==> src/hw/rtl/vau_pkg.sv <==
// Shared types, opcodes and saturation helper for the vec4 arithmetic unit.
`timescale 1ns / 1ps

package vau_pkg;

	typedef logic signed [15:0] q88_t;
	typedef logic signed [16:0] q88x_t;
	typedef q88_t [3:0] vec4_t;
	typedef logic [3:0][63:0] mat_t;

	typedef enum logic [3:0] {
		OP_DOT     = 4'd0,
		OP_CROSS   = 4'd1,
		OP_ADD     = 4'd2,
		OP_SUB     = 4'd3,
		OP_SCALE   = 4'd4,
		OP_VECXMAT = 4'd5,
		OP_MATXVEC = 4'd6,
		OP_MAXABS  = 4'd7,
		OP_LERP    = 4'd8,
		OP_EQUAL   = 4'd9
	} opcode_t;

	// operands of one lane: sum of x[k]*y[k], shifted down by 8, plus bias
	typedef struct packed {
		q88x_t [3:0] x;
		q88_t  [3:0] y;
		q88_t        bias;
	} lane_ops_t;

	typedef lane_ops_t [3:0] lane_ops_arr_t;

	typedef struct packed {
		logic s1;
		logic s2;
		logic s3;
		logic s4;
	} stage_en_t;

	typedef struct packed {
		q88_t value;
		logic clip;
	} sat_t;

	typedef struct packed {
		logic  saturated;
		logic  vectors_equal;
		q88_t  scalar_out;
		vec4_t r;
	} result_t;

	localparam q88_t ONE_Q88 = 16'sd256;
	localparam logic signed [27:0] SAT_MAX = 28'sd32767;
	localparam logic signed [27:0] SAT_MIN = -28'sd32768;

	function automatic sat_t sat16(input logic signed [27:0] v);
		sat_t res;
		if (v > SAT_MAX) begin
			res.value = 16'sh7fff;
			res.clip  = 1'b1;
		end else if (v < SAT_MIN) begin
			res.value = 16'sh8000;
			res.clip  = 1'b1;
		end else begin
			res.value = v[15:0];
			res.clip  = 1'b0;
		end
		return res;
	endfunction

	function automatic q88x_t ext17(input q88_t v);
		return {v[15], v};
	endfunction

endpackage

==> src/hw/rtl/vau_lane.sv <==
// One arithmetic lane: four products, sum, rescale, bias add and saturation.
`timescale 1ns / 1ps

module vau_lane
	import vau_pkg::*;
(
	input  logic      clk,
	input  stage_en_t en,
	input  lane_ops_t ops,
	output q88_t      r,
	output logic      clip
);

	logic signed [32:0] prod_s2 [4];
	q88_t               bias_s2;
	logic signed [34:0] acc;
	logic signed [26:0] acc_shr;
	logic signed [27:0] pre_sat;
	sat_t               sat_res;
	q88_t               r_s3;
	logic               clip_s3;

	always_ff @(posedge clk) begin
		if (en.s2) begin
			for (int k = 0; k < 4; k++) begin
				prod_s2[k] <= $signed(ops.x[k]) * $signed(ops.y[k]);
			end
			bias_s2 <= ops.bias;
		end
	end

	always_comb begin
		acc = 35'(prod_s2[0]) + 35'(prod_s2[1]) + 35'(prod_s2[2]) + 35'(prod_s2[3]);
		// arithmetic shift: rounds toward minus infinity
		acc_shr = acc[34:8];
		pre_sat = 28'(acc_shr) + 28'(bias_s2);
		sat_res = sat16(pre_sat);
	end

	always_ff @(posedge clk) begin
		if (en.s3) begin
			r_s3    <= sat_res.value;
			clip_s3 <= sat_res.clip;
		end
	end

	assign r    = r_s3;
	assign clip = clip_s3;

endmodule

==> config.mk <==
export PLATFORM = sky130hd
export DESIGN_NAME = vau_lane
export DESIGN_NICKNAME = d
export VERILOG_FILES = /design/src/hw/rtl/vau_pkg.sv /design/src/hw/rtl/vau_lane.sv
export SDC_FILE = /design/constraint.sdc
export NUM_CORES = 2
export LEC_CHECK = 0
export BUFFER_PORTS_ARGS = -buffer_cell sky130_fd_sc_hd__buf_2
export CORE_ASPECT_RATIO = 0.75
export CORE_MARGIN = 2
export CORE_UTILIZATION = 65
export CTS_CLUSTER_SIZE = 10
export DETAILED_ROUTE_END_ITERATION = 8
export GPL_TIMING_DRIVEN = 0
export PLACE_DENSITY = 0.89
export SYNTH_ARGS = -nofsm -noshare
export SYNTH_HDL_FRONTEND = slang
export SYNTH_SLANG_ARGS = --single-unit
==> constraint.sdc <==
create_clock -name clk -period 8.76 [get_ports clk]
set_clock_uncertainty 0.15 [all_clocks]
set_input_delay 0.438 -clock clk [delete_from_list [all_inputs] [get_ports clk]]
set_output_delay 0.438 -clock clk [all_outputs]
set_load 0.02 [all_outputs]
==> results.toml <==
[worst_hold_path]
hold_class = "in -> reg"
whs_endpoint = "bias_s2[14]"
hold_start = "ops[14]"
hold_path_depth = 1

[worst_setup_path]
worstSetupPathType = "reg -> reg"
cp_slowest_cell = "a31oi_1"
worstSetupStartpoint = "prod_s2[2][8]"
cp-start-kind = "register"
slowest_delay_ns = 0.72
rrSetupSlack_ns = 0.42
r2r-end = "r[0]"
end_kind = "register"
worstReg2RegStart = "prod_s2[2][8]"
required_ns = 8.89
critPathArrivalTime_ns = 8.47
worstPathMaxFanout = 10
r2r_cells = 27
cp_common_cell = "o21ai_0"

[routing]
drc = 0
dr_total_vias = 37500
firstDrtPassIters = 6
wl_per_cell_um = 20.0
totalWireLength_mm = 130
dr.first_iter.drc_count = 3576
antenna_left = 0
vias_per_cell = 5.76

[global_route]
overflow = 0
grt_usage_pct = 34.0
first_global_vias = 40200
antenna_found_initial = 8
grt_pass1_wl_mm = 211
grt_start_max_net_pins = 80

[sta]
relSlewSlack_pct = 41.8
worst_slew_pin_slew_ns = 0.872
final.period_utilization_pct = 95.2
min_period_ns = 8.34
maxSlewViolCount = 0
finalHoldViolations = 0
setup-violations-final = 0
rsz0062_at_grt = "false"
tns_ns = 0
fmax_mhz = 120

[clock_network]
cts_made_buffers = 17
cts_tree = "yes"
cts_root_buf = "clkbuf_16"
clock_latency_ns = 0.46
cts_resized = 0
cts-htree-levels = 4
cts.clk_slew.worst_paths_ns = 0.07
post_cts_buffers = 0
clockBufferDepth = 2
clock_sinks = 165

[logic_synthesis]
synth_warnings = 0
ys_seq_area_share_pct = 9.79
ys.flop_type = "edfxtp_1"
syn_area_per_cell_sq_um = 9.55
synth_area_sq_um = 50600
synth_top_area_share_pct = 46.3
synth-edff-count = 165
syn-instance-count = 5300
synth.distinct_cells = 80
ys_ff_latch = 165
synth_common_cells = "inv_1 (1341), fa_1 (1171), nand2_1 (666)"
async_flop_share_pct = 0
yosys.area.top_type = "fa_1"
synth_fp_nets = 7023
synth_area_leaders = "fa_1 (46%), inv_1 (9.9%), ha_1 (9.9%), edfxtp_1 (9.8%), and2_1 (5.2%)"
synth.most_common_cell = "inv_1"

[final_layout]
area_growth_syn_to_layout_pct = 5.20
fin_util_pct = 69.2
post_route_cells_drive_above_1_share_pct = 3.62
nets = 7181

[floorplan]
die_h_um = 246
start_util_pct = 65.8
die_area_sq_um = 80200
row_count = 88
io_pins = 170
coreArea_sq_um = 77000
die_w_um = 326

[placement]
place.gp.congestion = 0.994
dp_hpwl_mm = 111
io_buffer_count = 135

[flow_run]
drv_cap = 0

[run_status]
status = "finished clean"
==> metrics by stage <==
stage / std cells / setup slack (ns) / hold WS [ns] / cell area (sq um)
2_1_floorplan: 5300 / 2.02 / 0.387 / 50600
3_3_place_gp: 6470 / 0.687 / 0.466 / 52600
3_5_place_dp: 6471 / 0.572 / 0.466 / 52600
4_1_cts: 6506 / 0.762 / 0.00147 / 53300
5_1_grt: 6507 / 0.0975 / 0.00789 / 53300
6_report: 6507 / 0.422 / 0.0207 / 53300
==> registers in the layout, indices dropped and copies added (netlist names) <==
register  cells
clip          1
prod_s2     132
bias_s2      16
r            16
==> per-layer routing <==
layer  wire (um)  GRT usage (%)  part of all wire (%)  up-vias
met5          57              0                 0.044        -
met1       49800           46.3                    38    18800
met3       13300           6.76                    10      476
li1            -              -                     -    16100
met4        6420           14.1                   4.9        8
met2       60200           53.9                    46     2119
==> cell families after synthesis <==
kind of cell / share of synthesized area, %
AND/OR/NAND/NOR: 14.0
multiplexers: 0.124
adder cells (fa/ha/maj): 56.2
buffers and inverters: 11.3
AO/OA/AOI/OAI: 5.56
flip-flops: 9.79
XOR/XNOR: 3.10
==> cells in the final DEF (no fill, tap or decap), types with 42 or more instances in the layout <==
cell,synthesis,final
inv_1,1341,1341
nand2b_1,81,81
clkbuf_1,173,174
nand2_1,666,666
buf_2,2,136
a21o_1,55,55
fa_1,1171,1171
xnor2_1,137,137
ha_1,399,399
nor2_1,92,92
and2_1,422,422
nor3_1,43,43
o21ai_0,71,71
xor2_1,42,42
a21oi_1,124,124
edfxtp_1,165,165
==> critical path, delay by kind of cell, from the launching register on <==
| family | cells | cell delay (ns) |
|---|---|---|
| AO/OA/AOI/OAI | 14 | 4.47 |
| adder cells (fa/ha/maj) | 4 | 1.59 |
| AND/OR/NAND/NOR | 4 | 0.72 |
| buffers and inverters | 4 | 0.68 |
| flip-flops | 1 | 0.37 |
| XOR/XNOR | 1 | 0.17 |
==> layout make-up <==
cell class / instances / area (sq um)
Clock inverter: 14 / 165
Tap cell: 1035 / 1290
Antenna cell: 1 / 2.50
Multi-Input combinational cell: 3617 / 40000
Fill cell: 5538 / 23700
Clock buffer: 18 / 429
Inverter: 1341 / 5030
Sequential cell: 165 / 4950
Buffer: 177 / 676
Timing Repair Buffer: 139 / 739
==> worst max-delay path by stage <==
stage,to,slack [ns],cells past startpoint
2_1_floorplan,prod_s2[2][32],2.02,25
3_3_place_gp,prod_s2[2][32],0.69,25
3_5_place_dp,prod_s2[2][32],0.57,23
4_1_cts,r[0],0.76,27
5_1_grt,r[0],0.1,27
6_report,r[0],0.42,27
==> what timing repair did <==
item,CTS,global route
endpoints found under the hold margin,3,0
endpoints found under the setup margin,0,0
hold buffers,3,0
Power is not shown: default switching activity piles up to over one toggle a cycle in this logic, so the estimate is an artifact.
