--- src/hw/rtl/vau_pkg.sv ---
// Shared types, opcodes and saturation helper for the vec4 arithmetic unit.
`timescale 1ns / 1ps

package vau_pkg;

	typedef logic signed [15:0] q88_t;
	typedef logic signed [16:0] q88x_t;
	typedef q88_t [3:0] vec4_t;
	typedef logic [3:0][63:0] mat_t;

	typedef enum logic [3:0] {
		OP_DOT     = 4'd0,
		OP_CROSS   = 4'd1,
		OP_ADD     = 4'd2,
		OP_SUB     = 4'd3,
		OP_SCALE   = 4'd4,
		OP_VECXMAT = 4'd5,
		OP_MATXVEC = 4'd6,
		OP_MAXABS  = 4'd7,
		OP_LERP    = 4'd8,
		OP_EQUAL   = 4'd9
	} opcode_t;

	// operands of one lane: sum of x[k]*y[k], shifted down by 8, plus bias
	typedef struct packed {
		q88x_t [3:0] x;
		q88_t  [3:0] y;
		q88_t        bias;
	} lane_ops_t;

	typedef lane_ops_t [3:0] lane_ops_arr_t;

	typedef struct packed {
		logic s1;
		logic s2;
		logic s3;
		logic s4;
	} stage_en_t;

	typedef struct packed {
		q88_t value;
		logic clip;
	} sat_t;

	typedef struct packed {
		logic  saturated;
		logic  vectors_equal;
		q88_t  scalar_out;
		vec4_t r;
	} result_t;

	localparam q88_t ONE_Q88 = 16'sd256;
	localparam logic signed [27:0] SAT_MAX = 28'sd32767;
	localparam logic signed [27:0] SAT_MIN = -28'sd32768;

	function automatic sat_t sat16(input logic signed [27:0] v);
		sat_t res;
		if (v > SAT_MAX) begin
			res.value = 16'sh7fff;
			res.clip  = 1'b1;
		end else if (v < SAT_MIN) begin
			res.value = 16'sh8000;
			res.clip  = 1'b1;
		end else begin
			res.value = v[15:0];
			res.clip  = 1'b0;
		end
		return res;
	endfunction

	function automatic q88x_t ext17(input q88_t v);
		return {v[15], v};
	endfunction

endpackage

--- src/hw/rtl/vau_merge.sv ---
// Merge stage: max-abs and equality side paths, per-opcode result assembly.
`timescale 1ns / 1ps

module vau_merge
	import vau_pkg::*;
(
	input  logic       clk,
	input  stage_en_t  en,
	input  opcode_t    op,
	input  vec4_t      a,
	input  vec4_t      b,
	input  vec4_t      lane_r,
	input  logic [3:0] lane_clip,
	output result_t    result
);

	opcode_t     op_s2;
	opcode_t     op_s3;
	logic [16:0] mag_s2 [4];
	logic        eq_s2;
	logic        eq_s3;
	sat_t        maxabs_s3;
	logic [16:0] mag [4];
	logic [16:0] max01;
	logic [16:0] max23;
	logic [16:0] max_all;
	result_t     res_d;
	result_t     result_s4;

	always_comb begin
		for (int k = 0; k < 4; k++) begin
			mag[k] = a[k][15] ? 17'(-ext17(a[k])) : 17'(ext17(a[k]));
		end
	end

	always_ff @(posedge clk) begin
		if (en.s2) begin
			op_s2 <= op;
			eq_s2 <= (a == b);
			for (int k = 0; k < 4; k++) begin
				mag_s2[k] <= mag[k];
			end
		end
	end

	always_comb begin
		max01   = (mag_s2[1] > mag_s2[0]) ? mag_s2[1] : mag_s2[0];
		max23   = (mag_s2[3] > mag_s2[2]) ? mag_s2[3] : mag_s2[2];
		max_all = (max23 > max01) ? max23 : max01;
	end

	always_ff @(posedge clk) begin
		if (en.s3) begin
			op_s3     <= op_s2;
			eq_s3     <= eq_s2;
			maxabs_s3 <= sat16($signed({11'd0, max_all}));
		end
	end

	always_comb begin
		res_d = '0;
		case (op_s3)
			OP_DOT: begin
				res_d.scalar_out = lane_r[0];
				res_d.saturated  = lane_clip[0];
			end
			OP_CROSS: begin
				res_d.r[0]      = lane_r[0];
				res_d.r[1]      = lane_r[1];
				res_d.r[2]      = lane_r[2];
				res_d.saturated = |lane_clip[2:0];
			end
			OP_ADD, OP_SUB, OP_SCALE, OP_VECXMAT, OP_MATXVEC, OP_LERP: begin
				res_d.r         = lane_r;
				res_d.saturated = |lane_clip;
			end
			OP_MAXABS: begin
				res_d.scalar_out = maxabs_s3.value;
				res_d.saturated  = maxabs_s3.clip;
			end
			OP_EQUAL: begin
				res_d.vectors_equal = eq_s3;
			end
			default: begin
			end
		endcase
	end

	always_ff @(posedge clk) begin
		if (en.s4) begin
			result_s4 <= res_d;
		end
	end

	assign result = result_s4;

endmodule
--- config.mk ---
export PLATFORM = sky130hd
export DESIGN_NAME = vau_merge
export DESIGN_NICKNAME = d
export VERILOG_FILES = /design/src/hw/rtl/vau_pkg.sv /design/src/hw/rtl/vau_merge.sv
export SDC_FILE = /design/constraint.sdc
export NUM_CORES = 1
export LEC_CHECK = 0
export BUFFER_PORTS_ARGS = -buffer_cell sky130_fd_sc_hd__buf_2
export CAP_MARGIN = 30
export CELL_PAD_IN_SITES_DETAIL_PLACEMENT = 1
export CELL_PAD_IN_SITES_GLOBAL_PLACEMENT = 2
export CORE_MARGIN = 2
export CORE_UTILIZATION = 30
export CTS_CLUSTER_DIAMETER = 30
export DETAILED_ROUTE_END_ITERATION = 8
export PLACE_DENSITY_LB_ADDON = 0.1
export SYNTH_ARGS = -nofsm -noshare
export SYNTH_HDL_FRONTEND = slang
export SYNTH_SLANG_ARGS = --single-unit
--- constraint.sdc ---
create_clock -name clk -period 7.65 [get_ports clk]
set_input_delay 0.765 -clock clk [delete_from_list [all_inputs] [get_ports clk]]
set_output_delay 0.765 -clock clk [all_outputs]
set_load 0.02 [all_outputs]
==> results.toml <==
[grt]
grt_max_degree = 74
grt.total_usage = 0.172
gr-total-overflow = 0
grt_pass1_vias = 7893
antenna_found_initial = 1
grt_pass1_wl_mm = 46.4

[cts]
cts_setup_buffers = 0
clkSinkCount = 177
hold_buffers = 0
tritoncts = "built"
post_cts_resize_count = 0
clkTransAtPathRegs_ns = 0.07
h-tree-depth = 4
numCtsBuffers = 17
clock_path_buffers = 2
clk_root_buffer_cell = "clkbuf_16"
clock_latency_ns = 0.44

[critical_path]
r2r_end = "maxabs_s3[1]$_SDFFCE_PN1P_"
critPathLaunch = "mag_s2[0][15]$_SDFFCE_PN0P_"
critical_path_class = "reg2reg"
reg2reg_from = "mag_s2[0][15]$_SDFFCE_PN0P_"
critPathCaptureType = "register"
critPathMaxFanout = 32
start_kind = "register"
regToRegSetupSlack_ns = 1.95
required_ns = 7.79
worst-r2r-cell-count = 18
cp.arrival_ns = 5.84

[logic_synthesis]
synth_edf_count = 177
synth-main-ff-cell = "edfxtp_1"
avgSynthCellArea_um2 = 12.0
synthCells = 849
async_reset_ff_frac = 0
ys_seq_area_frac = 0.523
synth_area_leader_cell = "edfxtp_1"
synth_seq_cells = 177
synth_area_leaders = "edfxtp_1, ha_1, xor2_1"
synth_warnings = 0
synth_cell_type_count = 58
syn_area_um2 = 10200
synth_top_area_frac = 0.523

[final_layout]
final_common_cell = "buf_2"
final_cell_mix = "buf_2, edfxtp_1, and2_1"
finalInstanceArea_um2 = 12700
instances_no_fill = 1599
drive_gt1_frac = 0.315
area_growth_pct = 25.4
layout.nets = 1397
utilization = 0.381

[timing]
period_minus_slack_ns = 5.70
slew_viol_final = 0
relSlewSlack = 0.365
setup_viol = 0
fmax_mhz = 175
worst_slack_ns = 1.95
clock_skew_ns = 0.0111
fin_setup_tns_ns = 0
hold_ws_ns = 0.429
rsz0062_at_grt = "false"
timing.final.crit_share = 0.745
hold_violations = 0
tightest_slew_ns = 0.953

[routing]
wire_per_inst_um = 18.9
vias = 7528
totalWireLength_mm = 30.2
ant_nets = 0
drcViolationCount = 0
viasPerCell = 4.71
drtIter0Drc = 282
drt_pass1_iterations = 4

[placed_design]
placedInstanceArea_um2 = 12100
placed_cells = 1564
post-dp-hpwl_mm = 24.7
routabilityCongestion = 0.792
numPortBuffers = 285
placement.setup.worst_slack_ns = 1.87

[min_path]
hp-class = "reg2reg"
hp-start = "op_s2[0]$_DFFE_PP_"
min_to = "op_s3[0]$_DFFE_PP_"
hold_path_depth = 0

[floorplanning]
rows = 67
die_area_um2 = 35400
io_pins = 287
core_area_um2 = 33400
start_util = 0.304
die_h_um = 188
die_width_um = 188

[flow_run]
drv_cap = 0

[power]
power_density_nw_per_um2 = 225
p_total_mw = 2.87
leakagePower_nw = 5.27
peakVddDrop_uv = 125

[outcome]
status = "completed"
==> worst max path at each step <==
stage	to	slack (ns)	cells after the start
floorplan	maxabs_s3[7]$_SDFFCE_PN1P_	2.84	19
global placement	maxabs_s3[4]$_SDFFCE_PN1P_	1.97	18
detailed placement	maxabs_s3[1]$_SDFFCE_PN1P_	1.87	18
CTS	maxabs_s3[1]$_SDFFCE_PN1P_	1.84	18
global route	maxabs_s3[1]$_SDFFCE_PN1P_	1.48	18
finish	maxabs_s3[1]$_SDFFCE_PN1P_	1.95	18
==> where the power goes <==
| part | internal, mW | switching (mW) |
|---|---|---|
| Clock | 0.432 | 0.425 |
| Combinational | 0.304 | 0.475 |
| Sequential | 1.19 | 0.0453 |
| Total | 1.93 | 0.946 |
==> Yosys cell counts (21+ instances only) <==
library cell    n
and2_1         68
edfxtp_1      177
clkbuf_1       24
a21oi_1        30
ha_1           55
nand2_1        44
o21ai_0        22
xor2_1         67
xnor2_1        49
inv_1          59
nor4_1         21
a211oi_1       31
==> critical path, stage by stage, from the launching register on <==
cell       delay, ns
edfxtp_1        0.47
inv_1           0.07
ha_1            0.31
and4_1          0.26
nand2_1         0.15
a2111oi_4       0.06
a2111oi_4       0.33
buf_4           0.28
a21o_1          0.78
a21oi_1         0.17
ha_1            0.36
nand4_1         0.15
or2_1           0.28
o32ai_1         0.27
buf_4           0.25
nor2_1          0.07
buf_4           0.20
a211oi_4        0.70
o221ai_1        0.23
==> metal layers <==
metal,track usage,up-vias,share of wire
met5,0,-,0
met4,0.0639,0,0.025
met3,0.0335,30,0.054
met2,0.285,258,0.46
met1,0.224,3500,0.46
li1,-,3740,-
==> registers in the layout, indices dropped and copies added (netlist names) <==
| signal | flops |
|---|---|
| eq_s3 | 1 |
| op_s2 | 4 |
| maxabs_s3 | 17 |
| eq_s2 | 1 |
| mag_s2 | 68 |
| result | 82 |
| op_s3 | 4 |
==> area by class of cell <==
type,instances,area (um2)
timing repair buffer,298,1570
inverter,59,221
tap,448,561
sequential,177,5320
clock inverter,15,144
antenna,1,2.50
fill,3701,20700
multi-input combinational,584,4510
clock buffer,17,425
==> cell families (layout without fill, tap and decap cells) <==
kind of cell / count (synthesis) / count (layout) / share of synthesized area
AND/OR/NAND/NOR: 225 / 225 / 0.125
flip-flops: 177 / 177 / 0.523
AO/OA/AOI/OAI: 167 / 167 / 0.130
XOR/XNOR: 116 / 116 / 0.100
buffers and inverters: 92 / 389 / 0.0368
adder cells (fa/ha/maj): 55 / 55 / 0.0677
multiplexers: 16 / 16 / 0.0176
other: 1 / 6 / 0.000369
Power figures use the tool's default switching activity.
